## config.mk

```make
export PLATFORM = sky130hd
export DESIGN_NAME = sio_cfg_ram
export DESIGN_NICKNAME = d
export VERILOG_FILES = /design/src/rtl/superio_config_register_block_core_macros.svh /design/src/rtl/sio_cfg_ram.sv
export SDC_FILE = /design/constraint.sdc
export NUM_CORES = 2
export LEC_CHECK = 0
export CORE_MARGIN = 3
export CORE_UTILIZATION = 45
export CTS_CLUSTER_DIAMETER = 40
export DETAILED_ROUTE_END_ITERATION = 10
export DONT_BUFFER_PORTS = 1
export RECOVER_POWER = 100
export SKIP_LAST_GASP = 1
export SYNTH_ARGS = -nofsm -noshare
export SYNTH_HDL_FRONTEND = slang
export SYNTH_SLANG_ARGS = --single-unit
```

## constraint.sdc

```tcl
create_clock -name clk -period 2.79 [get_ports clk]
set_input_delay 0.4185 -clock clk [delete_from_list [all_inputs] [get_ports clk]]
set_output_delay 0.4185 -clock clk [all_outputs]
set_load 0.01 [all_outputs]
```

## src/rtl/superio_config_register_block_core_macros.svh

```systemverilog
// ----------------------------------------------------------------------------
// superio config register block assertion macros
// shared property wrappers, clocked on clk and disabled while rst_n is low
// ----------------------------------------------------------------------------
`ifndef SUPERIO_CONFIG_REGISTER_BLOCK_CORE_MACROS_SVH
`define SUPERIO_CONFIG_REGISTER_BLOCK_CORE_MACROS_SVH

// same-cycle implication
`define SIO_CFG_ASSERT_IMPLIES(label, ante, cons, msg) \
  label: assert property (@(posedge clk) disable iff (!rst_n) (ante) |-> (cons)) \
    else $error(msg);

// next-cycle implication
`define SIO_CFG_ASSERT_NEXT(label, ante, cons, msg) \
  label: assert property (@(posedge clk) disable iff (!rst_n) (ante) |=> (cons)) \
    else $error(msg);

`endif

```

## src/rtl/sio_cfg_ram.sv

```systemverilog
// ----------------------------------------------------------------------------
// sio_cfg_ram
// generic single-port ram, one access per cycle, registered read data
// ----------------------------------------------------------------------------
module sio_cfg_ram #(
  parameter int WIDTH = 8,
  parameter int DEPTH = 256
) (
  input  logic                     clk,
  input  logic                     en,
  input  logic                     we,
  input  logic [$clog2(DEPTH)-1:0] addr,
  input  logic [WIDTH-1:0]         wdata,
  output logic [WIDTH-1:0]         rdata
);

  logic [WIDTH-1:0] mem_r [DEPTH];
  logic [WIDTH-1:0] rdata_r;

  always_ff @(posedge clk) begin
    if (en) begin
      if (we) begin
        mem_r[addr] <= wdata;
      end else begin
        rdata_r <= mem_r[addr];
      end
    end
  end

  assign rdata = rdata_r;

endmodule

```

==> metrics.md <==
| Metric | Value |
|---|---|
| Outcome | finished with violations |
| Failing checks | hold timing, capacitance limit, slew limit, setup timing |
| Setup violations, final | between 2,000 and 2,500 |
| Sequential power share | around half |
| Post-synth cell types | 21 |
| Hold WC Path Type | input pin to flip-flop |
| Relative slew slack | -110% |
| CP endpoint kind | flip-flop |
| Register area share after synthesis | 78.8% |
| Arr. time, crit path | 4.57 ns |
| Sw Ratio | 20.6% |
| Total routed wirelength | 191,000 um |
| Most instantiated cells after synthesis | edfxtp_1, mux4_2, nor2_1 |
| Clock slew at reported path FFs | 0.06 ns |
| Critical Path Start Type | input pin |
| GRT overflow | 0 |
| Final Hold Viols | 538 |
| Vias in the first global route | 38,800 |
| Most common cell in the netlist | edfxtp_1 |
| Detailed-route wire length per cell | a little under 30 um |
| Synth top area share | 78.8% |
| Final setup margin | -1.20 ns |
| Area leader, netlist | edfxtp_1 |
| DP HPWL | roughly 100,000 um |
| Critical path origin | addr[1] |
| Top cells by area, synth | edfxtp_1, mux4_2, a22oi_1, nor2_1, a21oi_1 |
| Slew Viols, Final | between 1,000 and 1,500 |
| First-pass GRT wire length | 276,000 um |
| Starting DRT DRC Count | ~4,400 |
| Iteration count of the initial detailed-routing pass | 6 |
| FMAX | 0.251 GHz |
| Power density over the cells | between 700 and 800 nW/um^2 |
| Asr flop ratio synth | 0% |
| # IOs | 27 |
| CP Class | input pin to flip-flop |
| Worst-Skew Late Latency | 0.85 ns |
| CTS buffer count | 230 |
| # nets final | 3,965 |
| Root buffer cell | clkbuf_16 |
| Buffers on Ports | 0 |
| Synth warn | 0 |
| Site Rows | 152 |
| Die area | ~180,000 sq um |
| Via/cell ratio | roughly 5.9 |
| Min-delay src | wdata[5] |
| Post-place setup slack | -0.729 ns |
| CTS Buffer Depth | 3 |
| Comb pwr share | 3.2% |
| Period utilization | 143% |
| Psw | 13.6 mW |
| GRT Overall Usage | a little over a fifth |
| Post-synth top flop | edfxtp_1 |
| Setup Fix Bufs, Post-CTS | 0 |
| Avg Cell Area, Syn | 22.2 sq um |
| Share of layout cells above drive strength 1 | roughly a quarter |
| WHS | -0.286 ns |
| Clock tree sinks | roughly 2,100 |
| Placed cell areas | 83,500 sq um |
| Worst Path Required | 3.38 ns |
| Final Skew | 0.0461 ns |
| Post-Syn Nets | between 3,000 and 4,000 |
| Cell area after layout | approximately 90,000 sq um |
| TritonCTS clock tree | yes |
| Initial Utilization | ~45% |
| Final min period | 3.99 ns |
| Core area | 172,000 sq um |
| Least-Margin Pin Slew | roughly 3.2 ns |
| Detailed-route DRC error count | 0 |
| Largest net degree at the start of global routing | just over 500 |
| Vias | 37,900 |
| Max Cap Viol | 5 |
| Die height | 423 um |
| Mapped Cells | 3,526 |
| Synth Cell Area | around 78,000 sq um |
| Clock power frac | 45.4% |
| Leakage power | 27.6 nW |
| Power Internal | 52.6 mW |
| Maximum VDD drop | between 500 and 600 uV |
| R2r startpoint | mem_r[174][6] |
| Routed Antenna Nets | 0 |
| EDFF count, synth | 2,056 |
| Layout area overhead | 15.2% |
| Initial antenna violation count | 3 |
| Die Span X | 423 um |
| Synthesized flop and latch total | approximately 2,000 |
| H-tree levels | 4 |
| RD Place Congestion | 0.785 |
| Critical Path Fanout Max | 516 |
-- metrics by stage --
stage                     hold slack (ns)  utilization [%]  setup TNS, ns  instances  total power [mW]
final                              -0.286             52.4       -1908.06       6463              66.3
after global routing               -0.336             52.4       -0.00293       6461              68.0
after CTS                          -0.335             52.9              0       6450              66.4
after detailed placement            0.581             48.5          -3.06       6012              36.5
after global placement              0.580             48.5          -3.27       6012              36.5
after floorplan                     0.517                -              0       3526              36.2
-- worst max-delay path, stage by stage --
cell and delay [ns]:
and4_1 1.05, nand2_2 0.13, clkbuf_1 1.02, nor2_1 0.23, buf_2 0.28
-- logic make-up (layout without fill, tap and decap cells) --
| logic type | count (synthesis) | count (layout) | share of synthesized area (%) |
|---|---|---|---|
| flip-flops | 2056 | 2056 | 78.8 |
| multiplexers | 512 | 512 | 14.7 |
| AO/OA/AOI/OAI | 416 | 416 | 3.63 |
| AND/OR/NAND/NOR | 317 | 317 | 1.61 |
| buffers and inverters | 225 | 849 | 1.28 |
| other | 0 | 3 | 0 |
-- registers in the layout (all words and copies together), names as in the netlist --
register  flops
mem_r      2048
rdata         8
-- cells in the final DEF, fill, tap and decap left out, types with 3 or more instances in the layout --
master         instances
a21oi_1              128
a22oi_1              255
buf_12                11
buf_2                  4
buf_4                 73
bufinv_16             22
clkbuf_1             229
clkbuf_16            233
clkbuf_2             116
clkbuf_4               3
clkinv_1              48
clkinv_2              34
clkinv_4              15
clkinv_8               5
clkinvlp_4            17
diode_2                3
dlygate4sd3_1          5
edfxtp_1            2056
inv_16                 4
inv_6                 20
inv_8                  7
mux4_2               512
nand2_1               20
nand2_2               10
nand3_1                4
nand4_1                8
nor2_1               258
nor2b_1                5
o41ai_1               27
o41ai_2                4
-- per-layer routing --
metal / GRT usage, % / part of all wire [%] / routed length [um]
met4: 5.50 / 2.2 / 4190
met2: 34.5 / 50 / 94400
met1: 29.7 / 41 / 77600
met5: 0 / 0 / 0
met3: 4.19 / 7.6 / 14500
-- power by group through the flow --
stage               clock [mW]  combinational, mW  sequential [mW]
floorplan                    0               1.46             34.7
detailed placement           0               1.75             34.7
global route              31.9               2.09             34.1
finish                    30.1               2.09             34.1
CTS                       30.6               1.76             34.1
global placement             0               1.74             34.7
-- final timing paths --
path	to	slack (ns)	cells past startpoint
worst max-delay path	mem_r[243][3]	-1.20	5
worst min-delay path	mem_r[234][5]	-0.29	0
worst min register to register	rdata[5]	1.03	5
worst max register to register	rdata[6]	0.16	6
-- cell type report --
| cell class | count | area [sq um] |
|---|---|---|
| clock buffer | 263 | 5940 |
| antenna | 3 | 7.51 |
| fill | 13600 | 82000 |
| tap | 2310 | 2890 |
| timing repair buffer | 413 | 2240 |
| sequential | 2056 | 61700 |
| multi-input combinational | 1245 | 15700 |
| clock inverter | 173 | 1720 |
-- repair_timing --
action,4_1_cts,5_1_grt
endpoints found under the setup margin,2,5
hold endpoints to repair,2056,1648
hold buffers,2,10
resized for setup,2,5
pin swaps,0,0
Power figures use the tool's default switching activity.
