`config.mk`:
```
export PLATFORM = sky130hd
export DESIGN_NAME = sio_cfg_ctrl
export DESIGN_NICKNAME = d
export VERILOG_FILES = /design/src/rtl/sio_cfg_pkg.sv /design/src/rtl/sio_cfg_ctrl.sv
export VERILOG_INCLUDE_DIRS = /design/src /design/src/rtl
export SDC_FILE = /design/constraint.sdc
export NUM_CORES = 1
export LEC_CHECK = 0
export BUFFER_PORTS_ARGS = -buffer_cell sky130_fd_sc_hd__buf_2
export CORE_UTILIZATION = 55
export DETAILED_ROUTE_END_ITERATION = 10
export MAX_ROUTING_LAYER = met4
export PLACE_DENSITY = 0.81
export SLEW_MARGIN = 20
export SYNTH_ARGS = -nofsm -noshare
export SYNTH_HDL_FRONTEND = slang
export SYNTH_SLANG_ARGS = --single-unit
export TNS_END_PERCENT = 10
```
`constraint.sdc`:
```
create_clock -name clk -period 3 [get_ports clk]
set_input_delay 0.6 -clock clk [delete_from_list [all_inputs] [get_ports clk]]
set_output_delay 0.6 -clock clk [all_outputs]
set_load 0.02 [all_outputs]
```
`src/rtl/superio_config_register_block_core_macros.svh`:
```
// ----------------------------------------------------------------------------
// superio config register block assertion macros
// shared property wrappers, clocked on clk and disabled while rst_n is low
// ----------------------------------------------------------------------------
`ifndef SUPERIO_CONFIG_REGISTER_BLOCK_CORE_MACROS_SVH
`define SUPERIO_CONFIG_REGISTER_BLOCK_CORE_MACROS_SVH

// same-cycle implication
`define SIO_CFG_ASSERT_IMPLIES(label, ante, cons, msg) \
  label: assert property (@(posedge clk) disable iff (!rst_n) (ante) |-> (cons)) \
    else $error(msg);

// next-cycle implication
`define SIO_CFG_ASSERT_NEXT(label, ante, cons, msg) \
  label: assert property (@(posedge clk) disable iff (!rst_n) (ante) |=> (cons)) \
    else $error(msg);

`endif

```
`src/rtl/sio_cfg_pkg.sv`:
```
// ----------------------------------------------------------------------------
// sio_cfg_pkg
// constants, types and reset tables of the super i/o configuration registers
// ----------------------------------------------------------------------------
package sio_cfg_pkg;

  localparam int NUM_DEVICES   = 10;
  localparam int GLB_REG_COUNT = 48;
  localparam int BANK_SIZE     = 256;

  localparam int DEV_W       = (NUM_DEVICES > 1) ? $clog2(NUM_DEVICES) : 1;
  localparam int DEV_AW      = DEV_W + 8;
  localparam int DEV_DEPTH   = NUM_DEVICES * BANK_SIZE;
  localparam int DEV_RAM_AW  = $clog2(DEV_DEPTH);
  localparam int GLB_AW      = $clog2(GLB_REG_COUNT);

  // index port keys
  localparam logic [7:0] LOCK_KEY     = 8'h55;
  localparam logic [7:0] UNLOCK_KEY   = 8'hAA;
  localparam logic [7:0] IDLE_DATA    = 8'hFF;

  // global registers
  localparam logic [7:0] REG_DEV_SEL  = 8'h07;
  localparam logic [7:0] REG_ID0      = 8'h20;
  localparam logic [7:0] REG_ID1      = 8'h21;
  localparam logic [7:0] REG_DEV_EN   = 8'h22;

  // device registers
  localparam logic [7:0] REG_ACT      = 8'h30;
  localparam logic [7:0] REG_BASE_HI  = 8'h60;
  localparam logic [7:0] REG_BASE_LO  = 8'h61;
  localparam logic [7:0] REG_IRQ      = 8'h70;
  localparam logic [7:0] REG_FDC_OPT0 = 8'hF0;
  localparam logic [7:0] REG_FDC_OPT1 = 8'hF1;

  // logical devices
  localparam logic [7:0] DEV_FDC      = 8'd0;
  localparam logic [7:0] DEV_LPT      = 8'd3;
  localparam logic [7:0] DEV_COM1     = 8'd4;
  localparam logic [7:0] DEV_COM2     = 8'd5;

  // read source codes
  localparam logic [1:0] RSEL_NONE    = 2'd0;
  localparam logic [1:0] RSEL_GLB     = 2'd1;
  localparam logic [1:0] RSEL_DEV     = 2'd2;

  typedef struct packed {
    logic                  glb_en;
    logic                  glb_we;
    logic [GLB_AW-1:0]     glb_addr;
    logic [7:0]            glb_wdata;
    logic                  dev_en;
    logic                  dev_we;
    logic [DEV_RAM_AW-1:0] dev_addr;
    logic [7:0]            dev_wdata;
  } ram_req_t;

  typedef struct packed {
    logic cfg;
    logic floppy;
    logic busy;
  } ctrl_stat_t;

  // copies of the registers that feed the decode outputs
  typedef struct packed {
    logic [7:0] dev_sel;
    logic [3:0] glb_en;    // 0x22 bits 5,4,3,0
    logic [3:0] act;       // reg 0x30 bit0 of com2, com1, lpt, fdc
    logic [1:0] fdc_opt0;  // 0xf0 bits 4,0
    logic [1:0] fdc_opt1;  // 0xf1 bits 3:2
    logic [1:0] lpt_hi;
    logic [5:0] lpt_lo;
    logic [1:0] com1_hi;
    logic [4:0] com1_lo;
    logic [3:0] com1_irq;
    logic [1:0] com2_hi;
    logic [4:0] com2_lo;
    logic [3:0] com2_irq;
  } shadow_t;

  function automatic logic [7:0] glob_default(input logic [7:0] r);
    logic [7:0] v;
    v = 8'h00;
    case (r)
      8'h03:   v = 8'h03;
      8'h20:   v = 8'h03;
      8'h21:   v = 8'h01;
      8'h24:   v = 8'h04;
      8'h26:   v = 8'hF0;
      8'h27:   v = 8'h03;
      default: v = 8'h00;
    endcase
    return v;
  endfunction

  function automatic logic [7:0] dev_default(input logic [7:0] d, input logic [7:0] r);
    logic [7:0] v;
    v = 8'h00;
    case (d)
      8'd0: begin
        case (r)
          8'h60:   v = 8'h03;
          8'h61:   v = 8'hF0;
          8'h70:   v = 8'h06;
          8'h74:   v = 8'h02;
          8'hF0:   v = 8'h0E;
          8'hF2:   v = 8'hFF;
          default: v = 8'h00;
        endcase
      end
      8'd1: begin
        case (r)
          8'h60:   v = 8'h01;
          8'h61:   v = 8'hF0;
          8'h62:   v = 8'h03;
          8'h63:   v = 8'hF6;
          8'h70:   v = 8'h0E;
          8'hF0:   v = 8'h0C;
          8'hF1:   v = 8'h0D;
          default: v = 8'h00;
        endcase
      end
      8'd3: begin
        case (r)
          8'h74:   v = 8'h04;
          8'hF0:   v = 8'h3C;
          default: v = 8'h00;
        endcase
      end
      8'd5: begin
        case (r)
          8'h74:   v = 8'h04;
          8'hF1:   v = 8'h02;
          8'hF2:   v = 8'h03;
          default: v = 8'h00;
        endcase
      end
      8'd6: begin
        case (r)
          8'h63:   v = 8'h70;
          8'hF4:   v = 8'h03;
          default: v = 8'h00;
        endcase
      end
      8'd8: begin
        if (r == 8'hB1 || r == 8'hC9) begin
          v = 8'h80;
        end else if (r == 8'hC0 || r == 8'hC1) begin
          v = 8'h01;
        end else if (r >= 8'hC5 && r <= 8'hC8) begin
          v = 8'h01;
        end else if (r >= 8'hCB && r <= 8'hED) begin
          v = 8'h01;
        end
      end
      default: v = 8'h00;
    endcase
    return v;
  endfunction

endpackage

```
`src/rtl/sio_cfg_ctrl.sv`:
```
// ----------------------------------------------------------------------------
// sio_cfg_ctrl
// lock sequence, register index, bank access requests, decode shadows and
// the post-reset pass that loads the register defaults into the rams
// ----------------------------------------------------------------------------
`include "superio_config_register_block_core_macros.svh"

module sio_cfg_ctrl (
  input  logic                   clk,
  input  logic                   rst_n,
  input  logic                   acc,
  input  logic                   mode,
  input  logic                   port_select,
  input  logic [7:0]             write_data,
  output sio_cfg_pkg::ram_req_t  ram_req,
  output logic [1:0]             rsel,
  output sio_cfg_pkg::ctrl_stat_t stat,
  output sio_cfg_pkg::shadow_t   shd
);
  import sio_cfg_pkg::*;

  logic [7:0]        reg_index_r, reg_index_nxt;
  logic [7:0]        lock_older_r, lock_older_nxt;
  logic [7:0]        lock_newer_r, lock_newer_nxt;
  logic              floppy_r, floppy_nxt;
  shadow_t           shd_r, shd_nxt;
  logic              clr_busy_r, clr_busy_nxt;
  logic [DEV_AW-1:0] clr_cnt_r, clr_cnt_nxt;

  logic              cfg;
  logic              shift;
  logic              idx_wr;
  logic              data_wr;
  logic              data_rd;
  logic              glb_hit;
  logic              dev_ok;
  logic              glb_wr;
  logic              dev_wr;
  logic [DEV_AW-1:0] dev_full;

  assign cfg     = (lock_older_r == LOCK_KEY) && (lock_newer_r == LOCK_KEY);
  assign glb_hit = reg_index_r < 8'(GLB_REG_COUNT);
  assign dev_ok  = shd_r.dev_sel < 8'(NUM_DEVICES);

  assign shift   = acc && mode && !port_select && (!cfg || (write_data == UNLOCK_KEY));
  assign idx_wr  = acc && mode && !port_select && cfg && (write_data != UNLOCK_KEY);
  assign data_wr = acc && mode && port_select && cfg;
  assign data_rd = acc && !mode && port_select && cfg;

  assign glb_wr  = data_wr && glb_hit && (reg_index_r != REG_ID0) && (reg_index_r != REG_ID1);
  assign dev_wr  = data_wr && !glb_hit && dev_ok;

  assign dev_full = {shd_r.dev_sel[DEV_W-1:0], reg_index_r};

  always_comb begin
    if (data_rd && glb_hit) begin
      rsel = RSEL_GLB;
    end else if (data_rd && dev_ok) begin
      rsel = RSEL_DEV;
    end else begin
      rsel = RSEL_NONE;
    end
  end

  // lock pair, ownership of the data port and index
  always_comb begin
    reg_index_nxt  = reg_index_r;
    lock_older_nxt = lock_older_r;
    lock_newer_nxt = lock_newer_r;
    floppy_nxt     = floppy_r;
    if (shift) begin
      if ((write_data == LOCK_KEY) && (lock_newer_r == LOCK_KEY)) begin
        floppy_nxt = 1'b0;
      end
      if (cfg && (write_data != LOCK_KEY)) begin
        floppy_nxt = 1'b1;
      end
      lock_older_nxt = lock_newer_r;
      lock_newer_nxt = write_data;
    end
    if (idx_wr) begin
      reg_index_nxt = write_data;
    end
  end

  always_comb begin
    shd_nxt = shd_r;
    if (glb_wr && (reg_index_r == REG_DEV_SEL)) begin
      shd_nxt.dev_sel = write_data;
    end
    if (glb_wr && (reg_index_r == REG_DEV_EN)) begin
      shd_nxt.glb_en = {write_data[5], write_data[4], write_data[3], write_data[0]};
    end
    if (dev_wr) begin
      case (shd_r.dev_sel)
        DEV_FDC: begin
          if (reg_index_r == REG_ACT)      shd_nxt.act[0]   = write_data[0];
          if (reg_index_r == REG_FDC_OPT0) shd_nxt.fdc_opt0 = {write_data[4], write_data[0]};
          if (reg_index_r == REG_FDC_OPT1) shd_nxt.fdc_opt1 = write_data[3:2];
        end
        DEV_LPT: begin
          if (reg_index_r == REG_ACT)      shd_nxt.act[1]   = write_data[0];
          if (reg_index_r == REG_BASE_HI)  shd_nxt.lpt_hi   = write_data[1:0];
          if (reg_index_r == REG_BASE_LO)  shd_nxt.lpt_lo   = write_data[7:2];
        end
        DEV_COM1: begin
          if (reg_index_r == REG_ACT)      shd_nxt.act[2]   = write_data[0];
          if (reg_index_r == REG_BASE_HI)  shd_nxt.com1_hi  = write_data[1:0];
          if (reg_index_r == REG_BASE_LO)  shd_nxt.com1_lo  = write_data[7:3];
          if (reg_index_r == REG_IRQ)      shd_nxt.com1_irq = write_data[3:0];
        end
        DEV_COM2: begin
          if (reg_index_r == REG_ACT)      shd_nxt.act[3]   = write_data[0];
          if (reg_index_r == REG_BASE_HI)  shd_nxt.com2_hi  = write_data[1:0];
          if (reg_index_r == REG_BASE_LO)  shd_nxt.com2_lo  = write_data[7:3];
          if (reg_index_r == REG_IRQ)      shd_nxt.com2_irq = write_data[3:0];
        end
        default: begin
          shd_nxt = shd_r;
        end
      endcase
    end
  end

  // default load sweep, one device entry per cycle
  always_comb begin
    clr_busy_nxt = clr_busy_r;
    clr_cnt_nxt  = clr_cnt_r;
    if (clr_busy_r) begin
      if (clr_cnt_r == DEV_AW'(DEV_DEPTH - 1)) begin
        clr_busy_nxt = 1'b0;
      end else begin
        clr_cnt_nxt = clr_cnt_r + 1'b1;
      end
    end
  end

  always_comb begin
    if (clr_busy_r) begin
      ram_req.glb_en    = clr_cnt_r < DEV_AW'(GLB_REG_COUNT);
      ram_req.glb_we    = 1'b1;
      ram_req.glb_addr  = clr_cnt_r[GLB_AW-1:0];
      ram_req.glb_wdata = glob_default(8'(clr_cnt_r[GLB_AW-1:0]));
      ram_req.dev_en    = 1'b1;
      ram_req.dev_we    = 1'b1;
      ram_req.dev_addr  = clr_cnt_r[DEV_RAM_AW-1:0];
      ram_req.dev_wdata = dev_default(8'(clr_cnt_r[DEV_AW-1:8]), clr_cnt_r[7:0]);
    end else begin
      ram_req.glb_en    = glb_wr || (rsel == RSEL_GLB);
      ram_req.glb_we    = glb_wr;
      ram_req.glb_addr  = reg_index_r[GLB_AW-1:0];
      ram_req.glb_wdata = write_data;
      ram_req.dev_en    = dev_wr || (rsel == RSEL_DEV);
      ram_req.dev_we    = dev_wr;
      ram_req.dev_addr  = dev_full[DEV_RAM_AW-1:0];
      ram_req.dev_wdata = write_data;
    end
  end

  always_ff @(posedge clk) begin
    if (!rst_n) begin
      reg_index_r  <= '0;
      lock_older_r <= '0;
      lock_newer_r <= '0;
      floppy_r     <= 1'b1;
      shd_r        <= '0;
      clr_busy_r   <= 1'b1;
      clr_cnt_r    <= '0;
    end else begin
      reg_index_r  <= reg_index_nxt;
      lock_older_r <= lock_older_nxt;
      lock_newer_r <= lock_newer_nxt;
      floppy_r     <= floppy_nxt;
      shd_r        <= shd_nxt;
      clr_busy_r   <= clr_busy_nxt;
      clr_cnt_r    <= clr_cnt_nxt;
    end
  end

  assign stat.cfg    = cfg;
  assign stat.floppy = floppy_r;
  assign stat.busy   = clr_busy_r;
  assign shd         = shd_r;

  `SIO_CFG_ASSERT_IMPLIES(a_floppy_fall_cfg, $fell(floppy_r), cfg, "floppy lost port outside config")
  `SIO_CFG_ASSERT_IMPLIES(a_cfg_rise_floppy, $rose(cfg), !floppy_r, "config entered, floppy still owns port")
  `SIO_CFG_ASSERT_IMPLIES(a_sweep_end, $fell(clr_busy_r), $past(clr_cnt_r) == DEV_AW'(DEV_DEPTH - 1), "default sweep ended early")

endmodule

```
==> key figures <==
Placement
  • Post-place setup slack: 0.196 ns
  • Dpl hpwl: 10.5 mm
  • IO Port Bufs: 105
  • GPL Wtd Cong: 0.926
  • Cell total after placement: 750

CTS
  • Clock Pin Slew Worst Setup and Hold Paths: 0.10 ns
  • Worst skew pair latency: 0.36 ns
  • CTS buffer count: 9
  • CTS tree: done
  • CTS root buffer: clkbuf_8
  • H-tree Lvls: 3
  • Clock sink count: 88
  • Clock buffer depth: 2
  • Post-CTS Hold Fix Bufs: 0

Logic synthesis
  • Synth Flop Type: dfxtp_1
  • Synth top area cells: dfxtp_1 (37%), mux2i_1 (16%), nor2_1 (5.9%)
  • Post-synthesis register bit count: 88
  • Mapped Nets: 582
  • Yosys top cell by area: dfxtp_1
  • Synth cell count leaders: dfxtp_1 (88), mux2i_1 (76), nor2_1 (76)
  • Synthesis warning total: 0
  • Synth unique cells: 65
  • Sequential cell area fraction in the yosys report: 0.366
  • Mapped Area: 4810 um^2
  • Post-synth EDFFs: 0
  • Post-synth top area share: 0.366
  • Mean Syn Cell Area: 8.53 um^2
  • Asr flop ratio synth: 0
  • Most numerous cell in the Yosys netlist: dfxtp_1
  • Post-Synthesis Cells: 564

Drt
  • DRC errors left: 0
  • Drt wl/cell: 18.9 um
  • Initial drt markers: 320
  • Via Count: 4,734
  • 1st-pass router iterations: 5
  • Routed Antenna Nets: 0
  • Final wirelength: 14.6 mm
  • Via density: 6.15

STA
  • Max-slew violations: 0
  • Setup Viol. Count Final: 0
  • Peak Freq: 0.340 GHz
  • Fin Setup TNS: 0 ns
  • Final Hold Viols: 0
  • Clock skew: 0.0137 ns
  • Tcrit/Tclk final: 0.982
  • Slew at the pin with the worst max-slew slack: 0.718 ns
  • Min Tclk post-route: 2.94 ns
  • Unrepaired setup endpoints after global routing: yes
  • Slew HR: 0.515
  • Final setup margin: 0.0551 ns

Critical path
  • Critical setup path kind: flop to output port
  • CP startpoint kind: flop
  • Crit. End Element: output port
  • Worst reg-to-reg path cell count: 6
  • Reg2Reg Setup Slack: 0.37 ns
  • Worst path required time: 2.40 ns
  • CP arrival: 2.34 ns
  • Worst Path Max Fanout: 6
  • R2r endpoint: shd[33]
  • FF-to-FF Start: lock_newer_r[5]

Pwr
  • Design Power: 2170 uW
  • Internal power: 1570 uW
  • Clock Power Share: 0.368
  • Gate power share: 0.087
  • Sw Ratio: 0.275
  • Sequential share of power: 0.546
  • Peak VDD IR: 0.282 mV
  • Net Sw Power: 596 uW
  • P_leak: 0.00271 uW
  • Power density cells: 376 nW/um^2

Global routing
  • Grt total ovfl: 0
  • First-pass GRT wire length: 22.3 mm
  • Largest net degree at the start of global routing: 37
  • Antenna violations before repair: 0
  • Vias in the first global route: 4,452
  • Total GRT Usage: 0.332

Floorplan
  • Core area: 8340 um^2
  • Die ar.: 9120 um^2
  • Die extent in y: 95.5 um
  • Chip Width: 95.5 um
  • Row Count: 33
  • Initial cell density of the core: 0.577
  • IO Count: 106

Hold path
  • HP Start: shd[38]
  • Worst hold path depth: 2
  • Worst hold-check path type: flop to flop
  • Worst Hold End: shd[38]

Layout
  • Diodes inserted: 0
  • Finished Layout Cells: 770
  • Area delta synth->final: 19.9%
  • Share of cells above drive strength 1: 0.293
  • Final #Nets: 678

Job
  • Total of max-cap violations: 0

Run status
  • Status: finished, final reports clean
## logic make-up (layout without fill, tap and decap cells)
group | Yosys count | in the layout | synth area share
flip-flops | 88 | 88 | 0.366
XOR/XNOR | 10 | 10 | 0.0182
multiplexers | 87 | 87 | 0.184
AND/OR/NAND/NOR | 256 | 256 | 0.278
buffers and inverters | 65 | 166 | 0.0601
adder cells (fa/ha/maj) | 5 | 5 | 0.0130
AO/OA/AOI/OAI | 53 | 53 | 0.0802
## worst max-delay path, stage by stage (launching register included)
cell and delay [ns]:
dfxtp_2 0.33, nand4bb_1 0.21, or4_4 0.61, clkinv_2 0.08, nand4b_1 0.16, o31a_1 0.16, o31ai_2 0.25, buf_4 0.20
## how the worst max path moves through the flow
stage / start / end / slack [ns] / cells past startpoint
global placement: clr_cnt_r[0] / ram_req[1] / 0.27 / 8
detailed placement: clr_cnt_r[0] / ram_req[1] / 0.20 / 8
global route: lock_newer_r[5] / ram_req[37] / -0.02 / 7
floorplan: clr_cnt_r[1] / ram_req[6] / 0.04 / 7
finish: lock_newer_r[5] / ram_req[37] / 0.06 / 7
CTS: clr_cnt_r[1] / ram_req[5] / -0.0004 / 9
## layer usage
metal / track usage / routed length (um) / vias up
li1: - / - / 2188
met1: 0.420 / 6210 / 2268
met2: 0.521 / 6820 / 236
met3: 0.0550 / 1050 / 42
met4: 0.147 / 500 / 0
met5: - / 0 / -
## per-stage QoR
| stage | hold WS (ns) | instance area [um^2] | util |
|---|---|---|---|
| floorplan | 0.456 | 4810 | - |
| global placement | 0.441 | 5440 | 0.652 |
| detailed placement | 0.458 | 5440 | 0.652 |
| CTS | 0.470 | 5660 | 0.679 |
| global route | 0.492 | 5770 | 0.691 |
| finish | 0.467 | 5770 | 0.691 |
## area by class of cell
type | instances | area, um^2
Tap cell | 105 | 131
Fill cell | 689 | 2570
Sequential cell | 88 | 1780
Timing Repair Buffer | 137 | 778
Inverter | 13 | 52.6
Clock inverter | 6 | 50.0
Clock buffer | 10 | 138
Multi-Input combinational cell | 411 | 2840
## cells in the final DEF (no fill, tap or decap), types with 4 or more instances in the layout
| master | Yosys | routed |
|---|---|---|
| buf_2 | 2 | 100 |
| dfxtp_1 | 88 | 81 |
| nor2_1 | 76 | 76 |
| mux2i_1 | 76 | 76 |
| nand2_1 | 73 | 73 |
| buf_4 | 11 | 37 |
| nand3_1 | 23 | 23 |
| nor4_1 | 16 | 14 |
| mux2_2 | 11 | 11 |
| nor3_1 | 10 | 10 |
| clkbuf_8 | 0 | 10 |
| inv_1 | 11 | 9 |
| o21ai_0 | 10 | 8 |
| nand4_1 | 7 | 7 |
| a21oi_1 | 7 | 7 |
| xnor2_1 | 7 | 7 |
| nor2b_1 | 6 | 6 |
| nand4bb_1 | 5 | 5 |
| nand4b_1 | 5 | 5 |
| nor4bb_1 | 6 | 5 |
| a211oi_1 | 4 | 4 |
| ha_1 | 5 | 4 |
| dfxtp_2 | 0 | 4 |
## registers in the layout (all words and copies together), names as in the netlist
| name | flops |
|---|---|
| clr_cnt_r | 12 |
| clr_busy_r | 1 |
| shd | 50 |
| floppy_r | 1 |
| lock_newer_r | 8 |
| reg_index_r | 8 |
| lock_older_r | 8 |
## timing repair
| action | in CTS | in global routing |
|---|---|---|
| pin swaps | 0 | 4 |
| endpoints found under the setup margin | 9 | 11 |
| resized for setup | 15 | 20 |
| buffers inserted | 0 | 4 |
## power groups by stage
stage / sequential [uW] / combinational, uW / clock (uW)
2_1_floorplan: 1210 / 115 / 0
3_3_place_gp: 1210 / 172 / 0
3_5_place_dp: 1210 / 174 / 0
4_1_cts: 1190 / 175 / 803
5_1_grt: 1190 / 200 / 862
6_report: 1180 / 188 / 798
No activity file was read; power rests on OpenSTA's default activity.
